`src/rtl/core/ibfr_pkg.sv`:
```
// shared types and constants of the serial frame receiver
package ibfr_pkg;

   // field widths
   localparam int DATA_W     = 8;
   localparam int IDX_W      = 4;
   localparam int VALUE_W    = 16;
   localparam int LIMIT_W    = 24;
   localparam int CSR_IDX_W  = 2;
   localparam int CSR_DATA_W = 24;

   // input operation codes
   localparam logic OP_BYTE = 1'b0;
   localparam logic OP_TICK = 1'b1;

   // register map
   typedef enum logic [CSR_IDX_W-1:0] {
      REG_HEADER_FIRST  = 2'd0,
      REG_HEADER_SECOND = 2'd1,
      REG_DEAD_LIMIT    = 2'd2,
      REG_DEFAULT_VALUE = 2'd3
   } csr_reg_type;

   // register reset values
   localparam logic [DATA_W-1:0]  HEADER_FIRST_RST  = 8'h20;
   localparam logic [DATA_W-1:0]  HEADER_SECOND_RST = 8'h40;
   localparam logic [LIMIT_W-1:0] DEAD_LIMIT_RST    = 24'd1000;
   localparam logic [VALUE_W-1:0] DEFAULT_VALUE_RST = 16'd1500;

   // idle counter saturates here
   localparam logic [LIMIT_W-1:0] IDLE_MAX = 24'hFF_FFFF;

   // controller states
   typedef enum logic [1:0] {
      ST_IDLE,
      ST_EMIT,
      ST_DRAIN
   } ctl_state_type;

   // controller to datapath
   typedef struct packed {
      logic step_en;   // input transfer this cycle
      logic k_clear;   // restart channel counter
      logic issue;     // read the next channel into the result pipeline
   } ctl_cmd_type;

   // datapath to controller
   typedef struct packed {
      logic run_start;  // current input item would start a result run
      logic last_issue; // channel counter sits on the final channel
      logic advance;    // result pipeline may move this cycle
      logic pipe_empty; // no result in flight
   } dp_sts_type;

endpackage

```
`src/rtl/core/ibfr_if.sv`:
```
// channel interfaces of the serial frame receiver

// input item channel
interface ibfr_req_if;
   import ibfr_pkg::*;
   logic              valid;
   logic              ready;
   logic              op;
   logic [DATA_W-1:0] data_byte;

   modport source (output valid, output op, output data_byte, input ready);
   modport sink   (input valid, input op, input data_byte, output ready);
endinterface

// result item channel
interface ibfr_rsp_if;
   import ibfr_pkg::*;
   logic               valid;
   logic               ready;
   logic [IDX_W-1:0]   channel_index;
   logic [VALUE_W-1:0] channel_value;
   logic               is_failsafe;
   logic               link_alive;
   logic               last;

   modport source (output valid, output channel_index, output channel_value,
                   output is_failsafe, output link_alive, output last, input ready);
   modport sink   (input valid, input channel_index, input channel_value,
                   input is_failsafe, input link_alive, input last, output ready);
endinterface

// configuration write channel
interface ibfr_csr_if;
   import ibfr_pkg::*;
   logic                  valid;
   logic                  ready;
   logic [CSR_IDX_W-1:0]  index;
   logic [CSR_DATA_W-1:0] data;

   modport source (output valid, output index, output data, input ready);
   modport sink   (input valid, input index, input data, output ready);
endinterface

```
`src/rtl/core/ibfr_ctl.sv`:
```
// controller of the serial frame receiver: input acceptance and result run sequencing
module ibfr_ctl (
   input  logic                 clock,
   input  logic                 reset,
   input  logic                 req_valid,
   output logic                 req_ready,
   input  ibfr_pkg::dp_sts_type sts,
   output ibfr_pkg::ctl_cmd_type cmd
);
   import ibfr_pkg::*;

   ctl_state_type state_ff;
   ctl_state_type state_in;

   // state register
   always_ff @(posedge clock) begin
      if (reset) begin
         state_ff <= ST_IDLE;
      end else begin
         state_ff <= state_in;
      end
   end

   // next state
   always_comb begin
      state_in = state_ff;
      case (state_ff)
         ST_IDLE: begin
            if (req_valid && sts.run_start) begin
               state_in = ST_EMIT;
            end
         end
         ST_EMIT: begin
            if (sts.advance && sts.last_issue) begin
               state_in = ST_DRAIN;
            end
         end
         ST_DRAIN: begin
            if (sts.pipe_empty) begin
               state_in = ST_IDLE;
            end
         end
         default: state_in = ST_IDLE;
      endcase
   end

   // outputs
   always_comb begin
      req_ready   = 1'b0;
      cmd.step_en = 1'b0;
      cmd.k_clear = 1'b0;
      cmd.issue   = 1'b0;
      case (state_ff)
         ST_IDLE: begin
            req_ready   = 1'b1;
            cmd.step_en = req_valid;
            cmd.k_clear = req_valid && sts.run_start;
         end
         ST_EMIT: begin
            cmd.issue = sts.advance;
         end
         ST_DRAIN: begin
            req_ready = 1'b0;
         end
         default: req_ready = 1'b0;
      endcase
   end

endmodule

```
`src/rtl/core/ibfr_dp.sv`:
```
// datapath of the serial frame receiver: registers, frame state, frame store, result pipeline
module ibfr_dp #(
   parameter int CHANNELS    = 14,
   parameter int FRAME_BYTES = 30
) (
   input  logic                            clock,
   input  logic                            reset,
   input  ibfr_pkg::ctl_cmd_type           cmd,
   output ibfr_pkg::dp_sts_type            sts,
   input  logic                            req_op,
   input  logic [ibfr_pkg::DATA_W-1:0]     req_data_byte,
   input  logic                            csr_valid,
   output logic                            csr_ready,
   input  logic [ibfr_pkg::CSR_IDX_W-1:0]  csr_index,
   input  logic [ibfr_pkg::CSR_DATA_W-1:0] csr_data,
   output logic                            rsp_valid,
   input  logic                            rsp_ready,
   output logic [ibfr_pkg::IDX_W-1:0]      rsp_channel_index,
   output logic [ibfr_pkg::VALUE_W-1:0]    rsp_channel_value,
   output logic                            rsp_is_failsafe,
   output logic                            rsp_link_alive,
   output logic                            rsp_last
);
   import ibfr_pkg::*;

   localparam int STORE_BYTES = 2 * CHANNELS;
   localparam int CNT_W       = $clog2(FRAME_BYTES);
   localparam int CH_W        = (CHANNELS > 1) ? $clog2(CHANNELS) : 1;

   // configuration registers
   logic [DATA_W-1:0]  header_first_ff;
   logic [DATA_W-1:0]  header_second_ff;
   logic [LIMIT_W-1:0] dead_limit_ff;
   logic [VALUE_W-1:0] default_value_ff;

   // frame state
   logic               header_pending_ff;
   logic               collecting_ff;
   logic [CNT_W-1:0]   byte_count_ff;
   logic               alive_ff;
   logic [LIMIT_W-1:0] idle_count_ff;
   logic               failsafe_ff;

   // frame store, one 16-bit word per channel
   logic [VALUE_W-1:0] store_mem [CHANNELS];

   // result pipeline
   logic [CH_W-1:0]    k_ff;
   logic               rd_valid_ff;
   logic [CH_W-1:0]    rd_index_ff;
   logic               rd_last_ff;
   logic [VALUE_W-1:0] rd_data_ff;
   logic               out_valid_ff;
   logic [IDX_W-1:0]   out_index_ff;
   logic [VALUE_W-1:0] out_value_ff;
   logic               out_last_ff;

   logic               is_byte;
   logic               frame_end;
   logic               dead_fire;
   logic               store_wr;
   logic [CH_W-1:0]    store_addr;
   logic               advance;
   logic               k_is_last;

   // item decode
   assign is_byte    = (req_op == OP_BYTE);
   assign frame_end  = collecting_ff && (byte_count_ff == CNT_W'(FRAME_BYTES - 1));
   assign dead_fire  = (idle_count_ff == dead_limit_ff) && (idle_count_ff != IDLE_MAX);
   assign store_wr   = cmd.step_en && is_byte && collecting_ff
                       && (32'(byte_count_ff) < STORE_BYTES);
   assign store_addr = CH_W'(byte_count_ff >> 1);
   assign advance    = !out_valid_ff || rsp_ready;
   assign k_is_last  = (k_ff == CH_W'(CHANNELS - 1));

   // status to controller
   assign sts.run_start  = is_byte ? frame_end : dead_fire;
   assign sts.last_issue = k_is_last;
   assign sts.advance    = advance;
   assign sts.pipe_empty = !rd_valid_ff && !out_valid_ff;

   // configuration writes
   assign csr_ready = 1'b1;
   always_ff @(posedge clock) begin
      if (reset) begin
         header_first_ff  <= HEADER_FIRST_RST;
         header_second_ff <= HEADER_SECOND_RST;
         dead_limit_ff    <= DEAD_LIMIT_RST;
         default_value_ff <= DEFAULT_VALUE_RST;
      end else if (csr_valid) begin
         case (csr_reg_type'(csr_index))
            REG_HEADER_FIRST:  header_first_ff  <= csr_data[DATA_W-1:0];
            REG_HEADER_SECOND: header_second_ff <= csr_data[DATA_W-1:0];
            REG_DEAD_LIMIT:    dead_limit_ff    <= csr_data[LIMIT_W-1:0];
            REG_DEFAULT_VALUE: default_value_ff <= csr_data[VALUE_W-1:0];
            default: ;
         endcase
      end
   end

   // header search, byte counting, idle timeout
   always_ff @(posedge clock) begin
      if (reset) begin
         header_pending_ff <= 1'b0;
         collecting_ff     <= 1'b0;
         byte_count_ff     <= '0;
         alive_ff          <= 1'b0;
         idle_count_ff     <= '0;
         failsafe_ff       <= 1'b0;
      end else if (cmd.step_en) begin
         if (is_byte) begin
            idle_count_ff <= '0;
            if (!collecting_ff) begin
               if (header_pending_ff && (req_data_byte == header_second_ff)) begin
                  header_pending_ff <= 1'b0;
                  collecting_ff     <= 1'b1;
                  byte_count_ff     <= '0;
               end else begin
                  header_pending_ff <= (req_data_byte == header_first_ff);
               end
            end else if (frame_end) begin
               collecting_ff <= 1'b0;
               byte_count_ff <= '0;
               alive_ff      <= 1'b1;
               failsafe_ff   <= 1'b0;
            end else begin
               byte_count_ff <= byte_count_ff + 1'b1;
            end
         end else begin
            if (idle_count_ff != IDLE_MAX) begin
               idle_count_ff <= idle_count_ff + 1'b1;
            end
            if (dead_fire) begin
               alive_ff    <= 1'b0;
               failsafe_ff <= 1'b1;
            end
         end
      end
   end

   // frame store write, little-endian byte lanes
   always_ff @(posedge clock) begin
      if (store_wr) begin
         if (byte_count_ff[0]) begin
            store_mem[store_addr][VALUE_W-1:DATA_W] <= req_data_byte;
         end else begin
            store_mem[store_addr][DATA_W-1:0] <= req_data_byte;
         end
      end
   end

   // frame store read
   always_ff @(posedge clock) begin
      if (cmd.issue) begin
         rd_data_ff <= store_mem[k_ff];
      end
   end

   // channel counter
   always_ff @(posedge clock) begin
      if (reset) begin
         k_ff <= '0;
      end else if (cmd.k_clear) begin
         k_ff <= '0;
      end else if (cmd.issue && !k_is_last) begin
         k_ff <= k_ff + 1'b1;
      end
   end

   // result pipeline control
   always_ff @(posedge clock) begin
      if (reset) begin
         rd_valid_ff  <= 1'b0;
         out_valid_ff <= 1'b0;
      end else if (advance) begin
         rd_valid_ff  <= cmd.issue;
         out_valid_ff <= rd_valid_ff;
      end
   end

   // result pipeline payload
   always_ff @(posedge clock) begin
      if (advance) begin
         if (cmd.issue) begin
            rd_index_ff <= k_ff;
            rd_last_ff  <= k_is_last;
         end
         out_index_ff <= IDX_W'(rd_index_ff);
         out_value_ff <= failsafe_ff ? default_value_ff : rd_data_ff;
         out_last_ff  <= rd_last_ff;
      end
   end

   assign rsp_valid         = out_valid_ff;
   assign rsp_channel_index = out_index_ff;
   assign rsp_channel_value = out_value_ff;
   assign rsp_is_failsafe   = failsafe_ff;
   assign rsp_link_alive    = alive_ff;
   assign rsp_last          = out_last_ff;

endmodule

```
`src/rtl/core/ibus_frame_receiver_core.sv`:
```
// top level of the serial frame receiver
//
//   channel  | direction | payload                                          | transfer
//   req_ch   | in        | op, data_byte                                    | valid & ready
//   rsp_ch   | out       | channel_index, channel_value, is_failsafe,       | valid & ready
//            |           | link_alive, last                                 |
//   csr_ch   | in        | index, data                                      | valid & ready
//
// an item that causes no result is accepted in ST_IDLE and req_ready stays high
// a frame end or link timeout gives a run of CHANNELS results, one a cycle at best (single
// store read port); req_ready then drops and stays low through ST_EMIT and ST_DRAIN
// a stall on rsp_ch freezes the two-stage result pipeline; req_ready stays low until
// the run is fully delivered; csr_ch is always ready
// reset is synchronous; the frame store needs no clearing pass
module ibus_frame_receiver_core #(
   parameter int CHANNELS    = 14,
   parameter int FRAME_BYTES = 30
) (
   input  logic         clock,
   input  logic         reset,
   ibfr_req_if.sink     req_ch,
   ibfr_rsp_if.source   rsp_ch,
   ibfr_csr_if.sink     csr_ch
);
   import ibfr_pkg::*;

   ctl_cmd_type cmd;
   dp_sts_type  sts;

   // sequencing
   ibfr_ctl u_ctl (
      .clock     (clock),
      .reset     (reset),
      .req_valid (req_ch.valid),
      .req_ready (req_ch.ready),
      .sts       (sts),
      .cmd       (cmd)
   );

   // frame handling and result generation
   ibfr_dp #(
      .CHANNELS    (CHANNELS),
      .FRAME_BYTES (FRAME_BYTES)
   ) u_dp (
      .clock             (clock),
      .reset             (reset),
      .cmd               (cmd),
      .sts               (sts),
      .req_op            (req_ch.op),
      .req_data_byte     (req_ch.data_byte),
      .csr_valid         (csr_ch.valid),
      .csr_ready         (csr_ch.ready),
      .csr_index         (csr_ch.index),
      .csr_data          (csr_ch.data),
      .rsp_valid         (rsp_ch.valid),
      .rsp_ready         (rsp_ch.ready),
      .rsp_channel_index (rsp_ch.channel_index),
      .rsp_channel_value (rsp_ch.channel_value),
      .rsp_is_failsafe   (rsp_ch.is_failsafe),
      .rsp_link_alive    (rsp_ch.link_alive),
      .rsp_last          (rsp_ch.last)
   );

endmodule

```
`src/flat_wrapper.sv`:
```
// flat-port wrapper written by rule: the top's interface ports become plain ports
module ibus_frame_receiver_core_flat import ibfr_pkg::*;
#(
   parameter int CHANNELS    = 14,
   parameter int FRAME_BYTES = 30
)
  (clock, reset, req_ch_valid, req_ch_op, req_ch_data_byte, req_ch_ready, rsp_ch_valid, rsp_ch_channel_index, rsp_ch_channel_value, rsp_ch_is_failsafe, rsp_ch_link_alive, rsp_ch_last, rsp_ch_ready, csr_ch_valid, csr_ch_index, csr_ch_data, csr_ch_ready);
  ibfr_req_if req_ch_i ();
  ibfr_rsp_if rsp_ch_i ();
  ibfr_csr_if csr_ch_i ();
  input  logic clock;
  input  logic reset;
  input wire logic [$bits(req_ch_i.valid)-1:0] req_ch_valid;
  input wire logic [$bits(req_ch_i.op)-1:0] req_ch_op;
  input wire logic [$bits(req_ch_i.data_byte)-1:0] req_ch_data_byte;
  output wire logic [$bits(req_ch_i.ready)-1:0] req_ch_ready;
  output wire logic [$bits(rsp_ch_i.valid)-1:0] rsp_ch_valid;
  output wire logic [$bits(rsp_ch_i.channel_index)-1:0] rsp_ch_channel_index;
  output wire logic [$bits(rsp_ch_i.channel_value)-1:0] rsp_ch_channel_value;
  output wire logic [$bits(rsp_ch_i.is_failsafe)-1:0] rsp_ch_is_failsafe;
  output wire logic [$bits(rsp_ch_i.link_alive)-1:0] rsp_ch_link_alive;
  output wire logic [$bits(rsp_ch_i.last)-1:0] rsp_ch_last;
  input wire logic [$bits(rsp_ch_i.ready)-1:0] rsp_ch_ready;
  input wire logic [$bits(csr_ch_i.valid)-1:0] csr_ch_valid;
  input wire logic [$bits(csr_ch_i.index)-1:0] csr_ch_index;
  input wire logic [$bits(csr_ch_i.data)-1:0] csr_ch_data;
  output wire logic [$bits(csr_ch_i.ready)-1:0] csr_ch_ready;
  assign req_ch_i.valid = req_ch_valid;
  assign req_ch_i.op = req_ch_op;
  assign req_ch_i.data_byte = req_ch_data_byte;
  assign req_ch_ready = req_ch_i.ready;
  assign rsp_ch_valid = rsp_ch_i.valid;
  assign rsp_ch_channel_index = rsp_ch_i.channel_index;
  assign rsp_ch_channel_value = rsp_ch_i.channel_value;
  assign rsp_ch_is_failsafe = rsp_ch_i.is_failsafe;
  assign rsp_ch_link_alive = rsp_ch_i.link_alive;
  assign rsp_ch_last = rsp_ch_i.last;
  assign rsp_ch_i.ready = rsp_ch_ready;
  assign csr_ch_i.valid = csr_ch_valid;
  assign csr_ch_i.index = csr_ch_index;
  assign csr_ch_i.data = csr_ch_data;
  assign csr_ch_ready = csr_ch_i.ready;
  ibus_frame_receiver_core #(.CHANNELS(CHANNELS), .FRAME_BYTES(FRAME_BYTES)) u_core (.clock(clock), .reset(reset), .req_ch(req_ch_i), .rsp_ch(rsp_ch_i), .csr_ch(csr_ch_i));
endmodule
```
`config.mk`:
```
export PLATFORM = sky130hd
export DESIGN_NAME = ibus_frame_receiver_core_flat
export DESIGN_NICKNAME = d
export VERILOG_FILES = /design/src/rtl/core/ibfr_pkg.sv /design/src/rtl/core/ibfr_if.sv /design/src/rtl/core/ibfr_ctl.sv /design/src/rtl/core/ibfr_dp.sv /design/src/rtl/core/ibus_frame_receiver_core.sv /design/src/flat_wrapper.sv
export SDC_FILE = /design/constraint.sdc
export NUM_CORES = 1
export LEC_CHECK = 0
export ABC_AREA = 1
export BUFFER_PORTS_ARGS = -buffer_cell sky130_fd_sc_hd__buf_2
export CAP_MARGIN = 40
export CORE_MARGIN = 4
export CORE_UTILIZATION = 60
export DETAILED_ROUTE_END_ITERATION = 8
export PLACE_DENSITY = 0.83
export SLEW_MARGIN = 20
export SYNTH_ARGS = -nofsm -noshare
export SYNTH_HDL_FRONTEND = slang
export SYNTH_SLANG_ARGS = --single-unit
export TNS_END_PERCENT = 30
```
`constraint.sdc`:
```
create_clock -name clock -period 2.7 [get_ports clock]
set_input_delay 0.54 -clock clock [delete_from_list [all_inputs] [get_ports clock]]
set_output_delay 0.54 -clock clock [all_outputs]
set_load 0.005 [all_outputs]
```
==> results.sh, run 1 <==
export IMPL_cts_setup_buffers=0
export IMPL_syn_inst=1494
export IMPL_drc=0
export IMPL_ir_drop_uv=558.6
export IMPL_min_period_ns=2.180
export IMPL_grt_start_max_net_pins=112
export IMPL_grtUsageTotal=0.2800
export IMPL_slowest_stage="dfxtp_1"
export IMPL_num_rows=57
export IMPL_endpoint_kind="register"
export IMPL_slew_headroom=0.4631
export IMPL_io_buffer_count=64
export IMPL_clk_latency_ns=0.53
export IMPL_p_leak_nw=6.366
export IMPL_syn_area_per_cell_um2=10.15
export IMPL_setup_violations=0
export IMPL_ant_nets=0
export IMPL_cts_made_buffers=37
export IMPL_hold_worst_slack_ns=0.2438
export IMPL_cap_violations=0
export IMPL_final_hold_viol_count=0
export IMPL_grt_remaining_overflow=0
export IMPL_async_flop_share=0
export IMPL_htree_num_levels=2
export IMPL_crit_type="reg -> reg"
export IMPL_area_delta_synth_final_pct=13.67
export IMPL_syn_nets=1539
export IMPL_ys_types=40
export IMPL_crit_chain="inv_1 -> buf_4 -> o21ai_0 -> o22ai_1 -> a21oi_1 -> o21ai_1"
export IMPL_ys_ff_latch=363
export IMPL_period_share=0.8073
export IMPL_crit_family="compound AO/OA/AOI/OAI gates"
export IMPL_synth_warnings=0
export IMPL_layout_nets=1636
export IMPL_start_util=0.6162
export IMPL_timing_final_max_slew_violations=0
export IMPL_core_um2=24600
export IMPL_drive_above_1_share=0.1243
export IMPL_die_area_um2=27880
export IMPL_crit_arrival_ns=2.42
export IMPL_pin_count=66
export IMPL_cp_required_ns=2.94
export IMPL_cpPeakStageDelay_ns=0.62
export IMPL_status="finished, final reports clean"
export IMPL_ctsResizeCount=0
export IMPL_hpwlAfterDp_um=26820
export IMPL_synth_ff_type="edfxtp_1"
export IMPL_netlist_area_um2=15160
export IMPL_grt_pass1_wl_um=60870
export IMPL_fmax_mhz=458.8
export IMPL_tns_ns=0
export IMPL_die_w_um=167.0
export IMPL_antenna_found_initial=1
export IMPL_finalPower_mw=11.12
export IMPL_path_max_fanout=50
export IMPL_ctsLongestPathBuffers=3
export IMPL_worstMarginPinSlew_ns=0.8044
export IMPL_synth_edf_count=266
export IMPL_synth_seq_area_share=0.6549
export IMPL_wirelength_um=40100
export IMPL_power_density_nw_per_um2=645.4
export IMPL_startpoint_type="register"
export IMPL_cts_tree="yes"
export IMPL_gp_congestion=1.000
export IMPL_fin_skew_ns=0.02663
export IMPL_diodes=0
export IMPL_path_clk_slew_ns=0.06
export IMPL_hp_class="in -> reg"
export IMPL_drt_wirelength_per_cell_um=20.66
export IMPL_firstDrtPassIters=6
export IMPL_via_per_inst=6.025
export IMPL_path_buf_inv=2
export IMPL_num_vias=11694
export IMPL_die_y_um=167.0
export IMPL_cts_root_buffer="clkbuf_16"
export IMPL_grt_pass1_vias=10909
export IMPL_rsz0062_at_grt="false"
export IMPL_drtIter0Drc=1632
export IMPL_hold_buffers=0
export IMPL_fillCellCount=1719
export IMPL_cts_sinks=363
-- layout by cell type, fill, tap and decap left out, drive strengths merged, types with 13 or more instances in the layout --
cell type / n
edfxtp: 266
o221ai: 23
o22ai: 25
nand2: 238
nor2: 276
buf: 129
clkinv: 16
o211ai: 15
a21oi: 57
nand3: 54
dfxtp: 97
o21ai: 191
xor2: 14
inv: 111
clkbuf: 48
xnor2: 13
-- routing by layer --
layer / share of wire / global-route usage / wire, µm
met3: 0.11 / 0.06542 / 4496
met2: 0.47 / 0.4519 / 18800
met4: 0.032 / 0.09392 / 1284
met5: 0.00032 / 0 / 13
met1: 0.39 / 0.3786 / 15500
-- Yosys cell counts, drive strengths merged, types with 14 or more instances --
cell type,instances,area share
nor2,276,0.069
edfxtp,266,0.53
nand2,238,0.060
o21ai,191,0.063
inv,108,0.027
dfxtp,97,0.13
a21oi,57,0.019
clkbuf,55,0.014
nand3,54,0.019
o22ai,25,0.010
o221ai,23,0.013
buf,16,0.0065
o211ai,15,0.0074
xor2,14,0.0081
-- registers in the layout, summed over array words and instances (netlist names), 2 cells and up --
name                           flops
u_core.u_dp.rsp_channel_value     16
u_core.u_dp.rd_data_ff            16
u_core.u_dp.store_mem            224
u_core.u_dp.idle_count_ff         24
u_core.u_dp.default_value_ff      16
u_core.u_dp.rsp_channel_index      4
u_core.u_dp.dead_limit_ff         24
u_core.u_dp.rd_index_ff            4
u_core.u_dp.header_first_ff        8
u_core.u_dp.header_second_ff       8
u_core.u_dp.byte_count_ff          5
u_core.u_dp.k_ff                   4
u_core.u_ctl.state_ff              2
-- metrics by stage --
| stage | utilization | std cells | worst slack, ns | cell area (µm²) |
|---|---|---|---|---|
| after global routing | 0.7005 | 1941 | 0.4006 | 17240 |
| after floorplan | - | 1494 | 0.2309 | 15160 |
| after detailed placement | 0.6545 | 1875 | 0.6242 | 16100 |
| after global placement | 0.6545 | 1875 | 0.6745 | 16100 |
| final | 0.7005 | 1941 | 0.5204 | 17240 |
| after CTS | 0.6999 | 1940 | 0.6024 | 17220 |
-- layout make-up --
| type | instances | area [µm²] | share of cell area |
|---|---|---|---|
| Clock inverter | 17 | 118.9 | 0.006897 |
| Clock buffer | 48 | 997.2 | 0.05786 |
| Inverter | 112 | 420.4 | 0.02439 |
| Multi-Input combinational cell | 948 | 4509 | 0.2616 |
| Timing Repair Buffer | 129 | 853.3 | 0.04951 |
| Tap cell | 324 | 405.4 | 0.02352 |
| Sequential cell | 363 | 9931 | 0.5762 |
-- worst paths after layout --
| check | depth (start not counted) | slack (ns) | start | end |
|---|---|---|---|---|
| setup / recovery | 6 | 0.52 | u_core.u_dp.k_ff[1] | u_core.u_dp.rd_data_ff[14] |
| hold / removal | 3 | 0.24 | csr_ch_data[21] | u_core.u_dp.dead_limit_ff[21] |
| setup reg to reg | 6 | 0.52 | u_core.u_dp.k_ff[1] | u_core.u_dp.rd_data_ff[14] |
| hold reg to reg | 0 | 0.42 | u_core.u_dp.rd_index_ff[1] | u_core.u_dp.rsp_channel_index[1] |
-- worst reg2reg max path: cells and delay by family, from the launching register on --
family	cells	cell delay, ns
buffers and inverters	2	0.40
AOI/OAI and AO/OA	4	0.87
DFF	1	0.62
-- power by group --
group	total (mW)	leakage (nW)	switching, mW	internal [mW]
Clock	4.74	0.552	2.03	2.71
Sequential	6.04	3.21	0.0284	6.01
Combinational	0.347	2.60	0.252	0.0949
-- cells by family (layout without fill, tap and decap cells) --
| family | Yosys count | in the layout | share of synthesized area |
|---|---|---|---|
| adder cells (fa/ha/maj) | 5 | 5 | 0.004126 |
| AO/OA/AOI/OAI | 322 | 322 | 0.1186 |
| other | 1 | 1 | 0.0002473 |
| flip-flops | 363 | 363 | 0.6549 |
| XOR/XNOR | 27 | 27 | 0.01560 |
| AND/OR/NAND/NOR | 593 | 593 | 0.1587 |
| buffers and inverters | 183 | 306 | 0.04786 |
Power figures use the tool's default switching activity.
==> run 2: changes to the inputs <==
CORE_UTILIZATION = 55   (was 60)
PLACE_DENSITY = 0.8   (was 0.83)
clock period = 2 ns   (was 2.7 ns; I/O delays follow)
==> run 2 against run 1 <==
Against the previous run: worst setup slack worse by 0.43 ns; die area grew 8.6%; clock power increased by 48%.
==> results.sh, run 2 (synthesized netlist as in run 1, its figures left out) <==
export IMPL_drive_above_1_share=0.1378
export IMPL_pin_count=66
export IMPL_crit_family="compound AO/OA/AOI/OAI gates"
export IMPL_final_area_um2=17600
export IMPL_layout_nets=1658
export IMPL_final_cell_mix="nor2_1 (267), edfxtp_1 (266), nand2_1 (233)"
export IMPL_largest_register_ffs=224
export IMPL_fmax_mhz=524.4
export IMPL_r2r_slack_ns=0.09
export IMPL_firstDrtPassIters=6
export IMPL_power_density_nw_per_um2=889.3
export IMPL_largest_register="u_core.u_dp.store_mem"
export IMPL_largestRegisters="u_core.u_dp.store_mem (224), u_core.u_dp.dead_limit_ff (24), u_core.u_dp.idle_count_ff (24)"
export IMPL_path_max_fanout=60
export IMPL_clk_latency_ns=0.54
export IMPL_drt_wirelength_per_cell_um=20.04
export IMPL_antenna_found_initial=0
export IMPL_slowest_stage="dfxtp_2"
export IMPL_fin_skew_ns=0.02960
export IMPL_grt_pass1_vias=11353
export IMPL_reg2reg_depth=6
export IMPL_timing_final_max_slew_violations=0
export IMPL_status="finished, final reports clean"
export IMPL_rr_endpoint="u_core.u_dp.rd_data_ff[10]"
export IMPL_r2r_start="u_core.u_dp.k_ff[0]"
export IMPL_ir_drop_uv=677.5
export IMPL_cts_made_buffers=38
export IMPL_crit_chain="inv_2 -> buf_12 -> o21ai_0 -> o22ai_1 -> a21oi_1 -> o21ai_1"
export IMPL_cts_sinks=363
export IMPL_grt_remaining_overflow=0
export IMPL_diodes=0
export IMPL_hold_buffers=0
export IMPL_hp_class="in -> reg"
export IMPL_path_clk_slew_ns=0.06
export IMPL_final_hold_viol_count=0
export IMPL_crit_arrival_ns=2.16
export IMPL_core_um2=27030
export IMPL_ctsLongestPathBuffers=3
export IMPL_min_period_ns=1.907
export IMPL_p_leak_nw=6.533
export IMPL_die_w_um=174.0
export IMPL_final_common_cell="nor2_1"
export IMPL_grt_start_max_net_pins=86
export IMPL_cts_root_buffer="clkbuf_16"
export IMPL_start_util=0.5610
export IMPL_rsz0062_at_grt="false"
export IMPL_cap_violations=0
export IMPL_finalPower_mw=15.65
export IMPL_min_to="u_core.u_dp.dead_limit_ff[20]"
export IMPL_grt_pass1_wl_um=61510
export IMPL_path_buf_inv=2
export IMPL_crit_type="reg -> reg"
export IMPL_startpoint_type="register"
export IMPL_grtUsageTotal=0.2573
export IMPL_min_from="csr_ch_data[20]"
export IMPL_setup_violations=0
export IMPL_min_path_cells=3
export IMPL_hpwlAfterDp_um=27050
export IMPL_cts_tree="yes"
export IMPL_gp_congestion=0.9452
export IMPL_num_vias=11713
export IMPL_drc=0
export IMPL_die_area_um2=30290
export IMPL_post_dp_cell_area_um2=16320
export IMPL_area_delta_synth_final_pct=16.05
export IMPL_wirelength_um=39700
export IMPL_io_buffer_count=64
export IMPL_die_y_um=174.0
export IMPL_via_per_inst=5.913
export IMPL_htree_num_levels=2
export IMPL_cp_required_ns=2.25
export IMPL_endpoint_kind="register"
export IMPL_drtIter0Drc=1762
export IMPL_cpPeakStageDelay_ns=0.43
export IMPL_num_rows=60
export IMPL_period_share=0.9534
export IMPL_ant_nets=0
export IMPL_hold_worst_slack_ns=0.09491
## run 2: changes by cell type in the layout (fill, tap and decap cells not counted), moves of 2 or more
cell	delta
clkinv_8	+2
buf_12	+2
nor2_2	+2
bufinv_16	+2
inv_6	-3
clkinv_2	-6
nor2_1	-3
clkbuf_16	+2
clkinv_4	+2
buf_4	+20
## run 2: worst max-delay path by stage
stage                                             from                             to  slack, ns  cells past startpoint
after detailed placement      u_core.u_ctl.state_ff[0]   u_core.u_dp.store_mem[7][10]      -0.01                      9
after global routing      u_core.u_dp.idle_count_ff[1]  u_core.u_dp.idle_count_ff[23]      0.009                     10
final                              u_core.u_dp.k_ff[0]     u_core.u_dp.rd_data_ff[10]       0.09                      6
after global placement                    req_ch_valid   u_core.u_dp.store_mem[9][15]       0.09                      9
after floorplan               u_core.u_ctl.state_ff[0]   u_core.u_dp.store_mem[3][10]       0.04                      8
after CTS                     u_core.u_ctl.state_ff[0]   u_core.u_dp.store_mem[7][11]       0.04                      9
## run 2: area by class of cell
class	instances	area [µm²]
flip-flops and latches	363	9932
repair buffers	150	1028
multi-input cells	948	4522
well taps	341	426.7
clock inverters	15	198.9
clock buffers	52	1065
fillers	1995	9430
inverters	112	422.9
## run 2: worst register-to-register path, cell delays in order, from the launching register on
cell and delay [ns]:
dfxtp_2 0.43, inv_2 0.09, buf_12 0.19, o21ai_0 0.26, o22ai_1 0.14, a21oi_1 0.37, o21ai_1 0.16
## run 2: timing repair
action,CTS,global route
pin swaps,0,0
resized for setup,1,6
setup endpoints to repair,10,92
setup buffers,0,0
## run 2: where the power goes
| part | switching [mW] | internal [mW] | total [mW] |
|---|---|---|---|
| sequential | 0.0348 | 8.11 | 8.14 |
| clock | 2.87 | 4.15 | 7.02 |
| combinational | 0.340 | 0.142 | 0.482 |
| total | 3.24 | 12.4 | 15.6 |
## run 2: layer usage
metal	routed length (µm)	global-route usage
met1	15290	0.3514
met2	18760	0.4205
met3	4257	0.04567
met4	1389	0.08809
met5	0	0
## run 2: stage by stage
step                setup TNS, ns  std cells  setup slack [ns]  utilization
global placement                0       1914           0.09225       0.6037
detailed placement        -0.1051       1914          -0.01333       0.6037
CTS                             0       1981           0.04261       0.6506
global route                    0       1981          0.008907       0.6511
finish                          0       1981           0.09319       0.6511
floorplan                       0       1494           0.04076            -
